## src/hcsc_pkg.sv

```systemverilog
package hcsc_pkg;

   // Field widths fixed by the port list
   localparam int IN_KEY_BITS  = 64;
   localparam int IN_DATA_BITS = 32;
   localparam int OFFER_BITS   = 15;
   localparam int FOUND_BITS   = 32;

   // Hit counts are signed so that the reset ramp 0, -1, -2 ... sorts no higher than any offer
   localparam int COUNT_BITS = 16;
   localparam logic signed [COUNT_BITS-1:0] COUNT_MAX = 16'sd32767;
   localparam logic signed [COUNT_BITS-1:0] COUNT_ONE = 16'sd1;

   typedef enum logic {
      OP_LOOKUP = 1'b0,
      OP_OFFER  = 1'b1
   } op_type;

endpackage

```

## src/hcsc_mem.sv

```systemverilog
module hcsc_mem
   import hcsc_pkg::*;
#(
   parameter int DEPTH     = 10,
   parameter int KEY_BITS  = 64,
   parameter int DATA_BITS = 32,
   localparam int ADDR_BITS = $clog2(DEPTH)
) (
   input  logic                         clock,
   input  logic                         wr_en,
   input  logic [ADDR_BITS-1:0]         wr_addr,
   input  logic [KEY_BITS-1:0]          wr_key,
   input  logic [DATA_BITS-1:0]         wr_data,
   input  logic signed [COUNT_BITS-1:0] wr_count,
   input  logic                         rd_en,
   input  logic [ADDR_BITS-1:0]         rd_addr,
   output logic [KEY_BITS-1:0]          rd_key,
   output logic [DATA_BITS-1:0]         rd_data,
   output logic signed [COUNT_BITS-1:0] rd_count
);

   logic [KEY_BITS-1:0]          key_mem   [DEPTH];
   logic [DATA_BITS-1:0]         data_mem  [DEPTH];
   logic signed [COUNT_BITS-1:0] count_mem [DEPTH];

   always_ff @(posedge clock) begin
      if (wr_en) begin
         key_mem[wr_addr]   <= wr_key;
         data_mem[wr_addr]  <= wr_data;
         count_mem[wr_addr] <= wr_count;
      end
   end

   // Registered read port
   always_ff @(posedge clock) begin
      if (rd_en) begin
         rd_key   <= key_mem[rd_addr];
         rd_data  <= data_mem[rd_addr];
         rd_count <= count_mem[rd_addr];
      end
   end

endmodule

```

## src/hit_count_sorted_cache_top.sv

```systemverilog
// Response: rsp_valid rises after the search of all entries and the decision for a miss or an
//   offer that is not taken; for a hit or a taken offer, after the entries between the old and
//   the new place are shifted down and the entry is written. The next start is taken in the strobe cycle.
// A new request is taken only once the last one is done; the search and the shift go one entry
//   per cycle over the single read port of the entry memory.
// Reset: a clearing pass over all entries with busy high; the receiver cannot stall.
module hit_count_sorted_cache_top
   import hcsc_pkg::*;
#(
   parameter int CACHE_ENTRIES = 10,
   parameter int KEY_BITS      = 64,
   parameter int DATA_BITS     = 32
) (
   input  logic                    clock,
   input  logic                    reset,
   input  logic                    start,
   output logic                    busy,
   input  logic                    req_op,
   input  logic [IN_KEY_BITS-1:0]  req_key,
   input  logic [IN_DATA_BITS-1:0] req_entry_data,
   input  logic [OFFER_BITS-1:0]   req_offered_count,
   output logic                    rsp_valid,
   output logic                    rsp_hit,
   output logic [FOUND_BITS-1:0]   rsp_found_data,
   output logic                    rsp_replaced
);

   localparam int IDX_BITS = $clog2(CACHE_ENTRIES);
   localparam logic [IDX_BITS-1:0] LAST_IDX = IDX_BITS'(CACHE_ENTRIES - 1);
   // Common width for moving data between the ports and the stored width
   localparam int IN_WIDE_BITS  = (DATA_BITS > IN_DATA_BITS) ? DATA_BITS : IN_DATA_BITS;
   localparam int OUT_WIDE_BITS = (DATA_BITS > FOUND_BITS) ? DATA_BITS : FOUND_BITS;

   // Clear the memory, wait, search all entries, decide, shift entries down, write the entry
   typedef enum logic [5:0] {
      ST_CLEAR  = 6'b000001,
      ST_IDLE   = 6'b000010,
      ST_SCAN   = 6'b000100,
      ST_DECIDE = 6'b001000,
      ST_MOVE   = 6'b010000,
      ST_PLACE  = 6'b100000
   } state_type;

   state_type                    state_ff, state_in;
   logic [IDX_BITS-1:0]          idx_ff, idx_in;
   op_type                       op_ff, op_in;
   logic [KEY_BITS-1:0]          key_ff, key_in;
   logic [DATA_BITS-1:0]         data_ff, data_in;
   logic [OFFER_BITS-1:0]        offered_ff, offered_in;
   logic                         found_ff, found_in;
   logic [IDX_BITS-1:0]          src_ff, src_in;
   logic [IDX_BITS-1:0]          pos_ff, pos_in;
   logic signed [COUNT_BITS-1:0] new_count_ff, new_count_in;
   logic signed [COUNT_BITS-1:0] prev_count_ff, prev_count_in;
   logic [IDX_BITS-1:0]          run_ff, run_in;
   logic                         rsp_valid_ff, rsp_valid_in;
   logic                         rsp_hit_ff, rsp_hit_in;
   logic [FOUND_BITS-1:0]        rsp_found_data_ff, rsp_found_data_in;
   logic                         rsp_replaced_ff, rsp_replaced_in;

   logic                         mem_wr_en;
   logic [IDX_BITS-1:0]          mem_wr_addr;
   logic [KEY_BITS-1:0]          mem_wr_key;
   logic [DATA_BITS-1:0]         mem_wr_data;
   logic signed [COUNT_BITS-1:0] mem_wr_count;
   logic                         mem_rd_en;
   logic [IDX_BITS-1:0]          mem_rd_addr;
   logic [KEY_BITS-1:0]          mem_rd_key;
   logic [DATA_BITS-1:0]         mem_rd_data;
   logic signed [COUNT_BITS-1:0] mem_rd_count;

   logic [IN_WIDE_BITS-1:0]      req_data_wide;
   logic [OUT_WIDE_BITS-1:0]     found_data_wide;
   logic signed [COUNT_BITS-1:0] offered_count;
   logic [IDX_BITS-1:0]          run_cur;

   hcsc_mem #(
      .DEPTH     (CACHE_ENTRIES),
      .KEY_BITS  (KEY_BITS),
      .DATA_BITS (DATA_BITS)
   ) u_mem (
      .clock    (clock),
      .wr_en    (mem_wr_en),
      .wr_addr  (mem_wr_addr),
      .wr_key   (mem_wr_key),
      .wr_data  (mem_wr_data),
      .wr_count (mem_wr_count),
      .rd_en    (mem_rd_en),
      .rd_addr  (mem_rd_addr),
      .rd_key   (mem_rd_key),
      .rd_data  (mem_rd_data),
      .rd_count (mem_rd_count)
   );

   assign req_data_wide   = IN_WIDE_BITS'(req_entry_data);
   assign found_data_wide = OUT_WIDE_BITS'(data_ff);
   assign offered_count   = $signed(COUNT_BITS'(offered_ff));

   // Start of the run of equal counts that holds the entry now being searched.
   // A hit entry below COUNT_MAX moves up to the head of its run: all earlier entries have larger counts.
   assign run_cur = (idx_ff == '0 || mem_rd_count != prev_count_ff) ? idx_ff : run_ff;

   always_comb begin
      state_in          = state_ff;
      idx_in            = idx_ff;
      op_in             = op_ff;
      key_in            = key_ff;
      data_in           = data_ff;
      offered_in        = offered_ff;
      found_in          = found_ff;
      src_in            = src_ff;
      pos_in            = pos_ff;
      new_count_in      = new_count_ff;
      prev_count_in     = prev_count_ff;
      run_in            = run_ff;
      rsp_valid_in      = 1'b0;
      rsp_hit_in        = rsp_hit_ff;
      rsp_found_data_in = rsp_found_data_ff;
      rsp_replaced_in   = rsp_replaced_ff;

      mem_wr_en    = 1'b0;
      mem_wr_addr  = idx_ff;
      mem_wr_key   = key_ff;
      mem_wr_data  = data_ff;
      mem_wr_count = new_count_ff;
      mem_rd_en    = 1'b0;
      mem_rd_addr  = idx_ff;

      unique case (state_ff)
         ST_CLEAR: begin
            // Empty key, zero data, count minus the entry index
            mem_wr_en    = 1'b1;
            mem_wr_addr  = idx_ff;
            mem_wr_key   = '0;
            mem_wr_data  = '0;
            mem_wr_count = -$signed(COUNT_BITS'(idx_ff));
            if (idx_ff == LAST_IDX) begin
               idx_in   = '0;
               state_in = ST_IDLE;
            end else begin
               idx_in = idx_ff + 1'b1;
            end
         end
         ST_IDLE: begin
            if (start) begin
               op_in       = op_type'(req_op);
               key_in      = req_key[KEY_BITS-1:0];
               data_in     = req_data_wide[DATA_BITS-1:0];
               offered_in  = req_offered_count;
               found_in    = 1'b0;
               idx_in      = '0;
               mem_rd_en   = 1'b1;
               mem_rd_addr = '0;
               state_in    = ST_SCAN;
            end
         end
         ST_SCAN: begin
            // Entry idx_ff is on the read port; fetch the next one meanwhile
            run_in        = run_cur;
            prev_count_in = mem_rd_count;
            if (!found_ff && key_ff != '0) begin
               if (op_ff == OP_LOOKUP) begin
                  if (mem_rd_key == key_ff) begin
                     found_in = 1'b1;
                     src_in   = idx_ff;
                     data_in  = mem_rd_data;
                     if (mem_rd_count == COUNT_MAX) begin
                        pos_in       = idx_ff;
                        new_count_in = mem_rd_count;
                     end else begin
                        pos_in       = run_cur;
                        new_count_in = mem_rd_count + COUNT_ONE;
                     end
                  end
               end else if (mem_rd_count < offered_count) begin
                  // First smaller count is the insert point; the last entry drops out
                  found_in     = 1'b1;
                  pos_in       = idx_ff;
                  src_in       = LAST_IDX;
                  new_count_in = offered_count;
               end
            end
            if (idx_ff == LAST_IDX) begin
               state_in = ST_DECIDE;
            end else begin
               mem_rd_en   = 1'b1;
               mem_rd_addr = idx_ff + 1'b1;
               idx_in      = idx_ff + 1'b1;
            end
         end
         ST_DECIDE: begin
            if (!found_ff) begin
               rsp_valid_in      = 1'b1;
               rsp_hit_in        = 1'b0;
               rsp_found_data_in = '0;
               rsp_replaced_in   = 1'b0;
               state_in          = ST_IDLE;
            end else if (src_ff == pos_ff) begin
               state_in = ST_PLACE;
            end else begin
               mem_rd_en   = 1'b1;
               mem_rd_addr = src_ff - 1'b1;
               idx_in      = src_ff - 1'b1;
               state_in    = ST_MOVE;
            end
         end
         ST_MOVE: begin
            // Shift entry idx_ff down one place; the write never hits a pending read
            mem_wr_en    = 1'b1;
            mem_wr_addr  = idx_ff + 1'b1;
            mem_wr_key   = mem_rd_key;
            mem_wr_data  = mem_rd_data;
            mem_wr_count = mem_rd_count;
            if (idx_ff == pos_ff) begin
               state_in = ST_PLACE;
            end else begin
               mem_rd_en   = 1'b1;
               mem_rd_addr = idx_ff - 1'b1;
               idx_in      = idx_ff - 1'b1;
            end
         end
         ST_PLACE: begin
            mem_wr_en         = 1'b1;
            mem_wr_addr       = pos_ff;
            mem_wr_key        = key_ff;
            mem_wr_data       = data_ff;
            mem_wr_count      = new_count_ff;
            rsp_valid_in      = 1'b1;
            rsp_hit_in        = (op_ff == OP_LOOKUP);
            rsp_found_data_in = (op_ff == OP_LOOKUP) ? found_data_wide[FOUND_BITS-1:0] : '0;
            rsp_replaced_in   = (op_ff == OP_OFFER);
            state_in          = ST_IDLE;
         end
         default: begin
            state_in = ST_CLEAR;
            idx_in   = '0;
         end
      endcase
   end

   // Control state
   always_ff @(posedge clock) begin
      if (reset) begin
         state_ff     <= ST_CLEAR;
         idx_ff       <= '0;
         found_ff     <= 1'b0;
         rsp_valid_ff <= 1'b0;
      end else begin
         state_ff     <= state_in;
         idx_ff       <= idx_in;
         found_ff     <= found_in;
         rsp_valid_ff <= rsp_valid_in;
      end
   end

   // Request and result payload
   always_ff @(posedge clock) begin
      op_ff             <= op_in;
      key_ff            <= key_in;
      data_ff           <= data_in;
      offered_ff        <= offered_in;
      src_ff            <= src_in;
      pos_ff            <= pos_in;
      new_count_ff      <= new_count_in;
      prev_count_ff     <= prev_count_in;
      run_ff            <= run_in;
      rsp_hit_ff        <= rsp_hit_in;
      rsp_found_data_ff <= rsp_found_data_in;
      rsp_replaced_ff   <= rsp_replaced_in;
   end

   assign busy           = (state_ff != ST_IDLE);
   assign rsp_valid      = rsp_valid_ff;
   assign rsp_hit        = rsp_hit_ff;
   assign rsp_found_data = rsp_found_data_ff;
   assign rsp_replaced   = rsp_replaced_ff;

endmodule
```

## config.mk

```make
export PLATFORM = sky130hd
export DESIGN_NAME = hit_count_sorted_cache_top
export DESIGN_NICKNAME = d
export VERILOG_FILES = /design/src/hcsc_pkg.sv /design/src/hcsc_mem.sv /design/src/hit_count_sorted_cache_top.sv
export SDC_FILE = /design/constraint.sdc
export NUM_CORES = 2
export LEC_CHECK = 0
export BUFFER_PORTS_ARGS = -buffer_cell sky130_fd_sc_hd__clkbuf_2
export CAP_MARGIN = 20
export CORE_UTILIZATION = 55
export CTS_CLUSTER_DIAMETER = 60
export DETAILED_ROUTE_END_ITERATION = 10
export PLACE_DENSITY = 0.72
export SLEW_MARGIN = 25
export SYNTH_ARGS = -nofsm -noshare
export SYNTH_HDL_FRONTEND = slang
export SYNTH_SLANG_ARGS = --single-unit
```

## constraint.sdc

```tcl
create_clock -name clock -period 34.9 [get_ports clock]
set_input_delay 6.98 -clock clock [delete_from_list [all_inputs] [get_ports clock]]
set_output_delay 6.98 -clock clock [all_outputs]
set_load 0.01 [all_outputs]
```

=== Word level (Yosys, flattened, before mapping) ===
Memory sizes are Yosys's and may differ from the RTL's. A register that Yosys moved wholly into a read port is not among the register bits.
Index checks and enable logic that the tools add are counted.

* Bits in latches: 0
* Logic and storage cells: 124
* ROM bits: 0
* Memories: 3
* Flip-flop bits (word level): 202
* Output and inout port bits: 36
* Bits in writable memories: 1120

{| class="wikitable"
|+ Memories
! name !! depth !! bits a word !! rd ports !! clocked after memory_dff !! write ports !! line !! text
|-
| u_mem.key_mem || 10 || 64 || 1 || 1 || 1 || hcsc_mem.sv:22 || <nowiki>logic [KEY_BITS-1:0] key_mem [DEPTH];</nowiki>
|-
| u_mem.data_mem || 10 || 32 || 1 || 1 || 1 || hcsc_mem.sv:23 || <nowiki>logic [DATA_BITS-1:0] data_mem [DEPTH];</nowiki>
|-
| u_mem.count_mem || 10 || 16 || 1 || 1 || 1 || hcsc_mem.sv:24 || <nowiki>logic signed [COUNT_BITS-1:0] count_mem [DEPTH];</nowiki>
|}

* Mux-type cells: 59
* Add/subtract/negate cells: 5
* Multiply operators: 0
* Equality and inequality tests: 24
* Bitwise logic cells: 1
* $lt $le $gt $ge: 1
* Shifts and indexed selects: 0
* Reductions and logical operators: 15
* Div/mod/pow operators: 0

{| class="wikitable"
|+ Operators by type and width
! operator !! number
|-
| 32-bit two-way mux || 6
|-
| 32-bit one-hot mux with 2 select lines || 3
|-
| 64-bit one-hot mux with 2 select lines || 1
|-
| 64-bit equality test || 1
|-
| 16-bit two-way mux || 4
|-
| 64-bit nonzero test || 1
|-
| 4-bit two-way mux || 14
|-
| 6-bit two-way mux || 6
|-
| 6-bit one-hot mux with 6 select lines || 1
|-
| 16-bit one-hot mux with 2 select lines || 1
|-
| 4-bit one-hot mux with 6 select lines || 1
|-
| 16-bit by 2-bit adder with 16-bit output, second input constant || 1
|-
| 16-bit equality test, second input constant || 1
|-
| 16-bit < comparator || 1
|-
| 16-bit != test || 1
|-
| 2-bit != test, second input constant || 8
|-
| 4-bit negation with 16-bit output || 1
|-
| 4-bit one-hot mux with 4 select lines || 1
|-
| 1-bit two-way mux || 15
|-
| 5-bit AND reduction || 2
|-
| 4-bit equality test || 2
|-
| 1-bit one-hot mux with 2 select lines || 4
|-
| 4-bit one-hot mux with 2 select lines || 1
|-
| 4-bit AND reduction || 2
|-
| other kinds (21) || 26
|}

=== Depth between registers and ports, before layout ===
* Depth after elaboration: 6
* Depth in mapped cells: 15
* Mapped depth without buffers: 11

=== Cells and area by module ===
From an unflattened synthesis, not the netlist that was laid out.

* Cell total of the unflattened synthesis: 3331
* Area total of the unflattened synthesis: 57485.1 sq um

{| class="wikitable"
|+ By module, submodules not included
! module !! area each (sq um) !! cells each !! instances !! seq. area each (sq um)
|-
| hcsc_mem || 46818.7 || 2395 || 1 || 36995.5
|-
| hit_count_sorted_cache_top || 10666.5 || 936 || 1 || 5945.7
|}

=== Least setup slack after synthesis ===
Ideal clock, no wire load.

* Path type: register -> register
* From: register state_ff[2]
* To: memory u_mem.count_mem[6][0] (enable)
* Period minus slack after synthesis: 14103 ps
* Arrival time: 13207 ps
* Stages on the path, launching flop included: 8
* Library setup time: 897 ps
* Setup slack: 20797 ps
* Path through: dfxtp_1 buf_6 nor2_1 nand2_1 nor3b_2 nor2_1 a221oi_1 nor4b_1

* Cells in the longest elaborated chain, start to end: 5
* Elaborated cells on any way between the ends: 8
* Those cells by class: eq/ne: 3; mux: 4; reduce/logical: 1

{| class="wikitable"
|+ RTL lines
! element !! line !! text
|-
| from (decl) || hit_count_sorted_cache_top.sv:44 || <nowiki>state_type state_ff, state_in;</nowiki>
|-
| from (signal assigned) || hit_count_sorted_cache_top.sv:249 || <nowiki>state_ff <= state_in;</nowiki>
|-
| 6-bit by 5-bit equality test with 1-bit output (tied with other cells) || hit_count_sorted_cache_top.sv:129 || <nowiki>unique case (state_ff)</nowiki>
|-
| 3-bit OR reduction (no line) || - ||
|-
| 1-bit two-way mux || hit_count_sorted_cache_top.sv:129 ||
|-
| 1-bit two-way mux || hcsc_mem.sv:27 || <nowiki>if (wr_en) begin</nowiki>
|-
| 1-bit two-way mux (not written as such) || hcsc_mem.sv:30 || <nowiki>count_mem[wr_addr] <= wr_count;</nowiki>
|-
| to (decl) || hcsc_mem.sv:24 ||
|}

Parallel ways exist; a longest one is shown, timed or not.

=== Final worst setup path ===
* From: input port start
* To: register u_mem.rd_key[59], read port of u_mem.key_mem (data pin)

* Cells in the longest elaborated chain, start to end: 2
* Elaborated cells on any way between the ends: 4
* Those cells by class: mux: 4

{| class="wikitable"
|+ RTL lines
! element !! line !! text
|-
| from (decl) || hit_count_sorted_cache_top.sv:16 || <nowiki>input logic start,</nowiki>
|-
| 4-bit two-way mux or 1-bit two-way mux (tied branches) || hit_count_sorted_cache_top.sv:145 || <nowiki>if (start) begin</nowiki>
|-
| 4-bit one-hot mux with 4 select lines or 1-bit one-hot mux with 4 select lines (tied branches) || hit_count_sorted_cache_top.sv:129 ||
|-
| to (decl) || hcsc_mem.sv:17 || <nowiki>output logic [KEY_BITS-1:0] rd_key,</nowiki>
|}

Parallel ways exist; a longest one is shown, timed or not.
A chain may end at the register's enable or synchronous reset.

==> flow_summary.yaml <==
cells_and_area:
  final_cell_mix: "edfxtp_1 (1422), nand2_1 (1034), nand3_1 (241), clkbuf_2 (150), clkbuf_16 (143)"
  layout.cells.most_common: "edfxtp_1"
  area_growth_pct: 11.67
  layout-drive-gt1-share: 0.1069
  final_nets: 4190
  final_area_um2: 63720
detailed_routing:
  avgRoutedWirePerCell_um: 25.06
  via_count: 34465
  ant_nets: 0
  drt_iter0_markers: 4120
  drc: 0
  viasPerCell: 6.228
  firstDrtPassIters: 5
  postRouteWirelength_um: 138700
hold_path:
  hold_path.class: "reg2reg"
pwr:
  pwr-share-comb: 0.254
  power.density_nw_per_um2: 83.39
  p_seq_frac: 0.461
  ir_drop_v: 0.00008626
  p_clk_frac: 0.285
  p_int_w: 0.003642
  p_sw_w: 0.001672
  p_leak_nw: 22.67
  switching_share: 0.3147
flow_run:
  maxCapViolCount: 0
yosys:
  yosysUniqueCellTypes: 79
  seq_area_frac_synth: 0.7525
  ys_seq_elements: 1434
  synth_top_flop_cell: "edfxtp_1"
  synthAdderAreaFrac: 0.004605
  avgSynthCellArea_um2: 14.44
  yosys.area_share.xor_xnor: 0.01504
  synth-edff-count: 1422
  synth_nets: 4088
  ys_warn_count: 0
  ys_async_sr_fraction: 0
  muxShareOfSynthArea: 0.02114
  synthSimpleGateAreaFrac: 0.1091
  synth_top_family_by_area: "simple AND/OR/NAND/NOR gates"
  synth-compound-area-share: 0.07582
  synth_cells: 3952
  syn_area_um2: 57060
placed_design:
  dp_hpwl_um: 68120
  gp_congestion: 0.8433
  port_buffers: 150
  post_dp_cell_area_um2: 59040
clock_network:
  postCtsSetupRepairBufs: 0
  postCtsHoldBufs: 0
  h-tree-depth: 4
  clk_latency_ns: 0.77
  cts_buffers: 143
  cts_buffer_depth: 3
  tritoncts: "yes"
  cts.reportedPaths.clkPinSlew_ns: 0.06
  cts.sinks: 1434
  cts_resized: 0
  clockRootBuffer: "clkbuf_16"
sta:
  finalSetupViolations: 0
  slew_headroom: 0.2930
  fmax_ghz: 0.09590
  rsz0062_at_grt: "no"
  tightest_slew_ns: 1.061
  clock_skew_ns: 0.02608
  hold_violations: 0
  fin_crit_ns: 10.43
  drv_slew: 0
  finalSetupTns_ns: 0
  finalCritPeriodShare: 0.2988
grt:
  grt_max_degree: 222
  met1_usage: 0.3821
  grt_pass1_wl_um: 206400
  busiest_layer: "met2"
  grt_overflow: 0
  grt.total_usage: 0.2654
  antenna_found_initial: 5
  met3_usage: 0.04951
  grt_pass1_vias: 33110
  met2_usage: 0.4123
floorplan:
  die_area_um2: 105000
  rows: 117
  initial_core_util: 0.5577
  core_area_um2: 102300
  die_h_um: 324.1
  io_pins: 151
  die-width_um: 324.1
critical_path:
  critPathKind: "in2reg"
  crit_path_end_kind: "flip-flop"
  crit_fanout: 75
  crit_required_ns: 35.40
  critPathArrivalTime_ns: 10.93
  crit_path_start_kind: "primary input"
status:
  outcome: "finished, final reports clean"
==> kinds of logic (layout without fill, tap and decap cells) <==
logic type	after synthesis	in the layout
AOI/OAI and AO/OA	549	549
xor gates and xnor gates	98	98
adders and majority gates	21	21
buffers and inverters	274	485
DFF	1434	1434
muxes	120	120
other	0	3
and+or+nand+nor	1456	1456
==> power groups by stage <==
stage	sequential, W	clock [W]	combinational (W)
global route	0.00246	0.00159	0.00146
floorplan	0.00252	0	0.000932
detailed placement	0.00248	0	0.00133
CTS	0.00245	0.00153	0.00134
finish	0.00245	0.00151	0.00135
global placement	0.00247	0	0.00130
==> state kept, by name, indices dropped and copies added, names as in the netlist, 32 cells and up <==
name / flops
data_ff: 32
key_ff: 64
rsp_found_data: 32
u_mem.count_mem: 160
u_mem.data_mem: 320
u_mem.key_mem: 640
u_mem.rd_data: 32
u_mem.rd_key: 64
==> final timing paths <==
| kind | to | slack (ns) | start | cells past startpoint |
|---|---|---|---|---|
| worst max-delay path | u_mem.rd_key[59] | 24.47 | start | 10 |
| worst min-delay path | data_ff[4] | 0.54 | u_mem.rd_data[4] | 2 |
| worst max register to register | u_mem.rd_key[59] | 29.45 | idx_ff[1] | 13 |
| worst min register to register | data_ff[4] | 0.54 | u_mem.rd_data[4] | 2 |
==> critical path, stage by stage <==
cell,delay [ns]
clkbuf_2,0.11
nand3b_2,0.18
o211ai_1,0.11
a21oi_1,0.41
and3_4,0.67
buf_4,0.79
buf_4,0.87
mux2i_1,0.34
a32oi_1,0.08
a41o_1,0.25
==> Yosys cell counts, types with 5 or more instances <==
cell type  count  area share
inv_1         31      0.0020
ha_1          21      0.0046
nor3_1        14      0.0012
a41o_1       114       0.020
nor4_1        34      0.0037
buf_2         81      0.0071
a21o_1         7     0.00092
nand3_1      242       0.021
a22oi_1        5     0.00066
xor2_1        60      0.0092
xnor2_1       38      0.0058
a221o_1       14      0.0025
edfxtp_1    1422        0.75
buf_1         24      0.0016
nand2_1     1036       0.068
clkbuf_1     117      0.0077
and2_1        33      0.0036
a22o_1        94       0.014
a32oi_1      112       0.017
dfxtp_1       12      0.0042
a21oi_1      138       0.012
nand4_1       22      0.0024
nor2_1        34      0.0022
buf_6         11      0.0022
o21ai_0       28      0.0025
buf_4          8      0.0011
mux2i_1      116       0.020
==> metrics by stage <==
step / util / power (W) / setup slack, ns / instances / hold slack, ns
4_1_cts: 0.6221 / 0.005316 / 24.61 / 5529 / 0.5353
2_1_floorplan: - / 0.003450 / 20.80 / 3952 / 0.4244
3_5_place_dp: 0.5770 / 0.003812 / 23.88 / 5275 / 0.5251
3_3_place_gp: 0.5769 / 0.003777 / 23.96 / 5275 / 0.5165
5_1_grt: 0.6227 / 0.005522 / 24.31 / 5531 / 0.5674
6_report: 0.6227 / 0.005314 / 24.47 / 5534 / 0.5434
==> final cells by class <==
class                   count  area [um^2]
multi-input cells        2244        13030
diodes                      3        7.507
repair buffers            198         1292
flip-flops and latches   1434        42940
clock inverters            83        933.4
inverters                  33        126.4
well taps                1368         1712
clock buffers             171         3684
fillers                  7310        38600
==> layer usage <==
layer	vias up	share of wire
met5	-	0.000094
met4	2	0.023
met3	217	0.10
met2	1899	0.47
met1	17210	0.40
li1	15137	-
(Power assumes the default switching activity.)
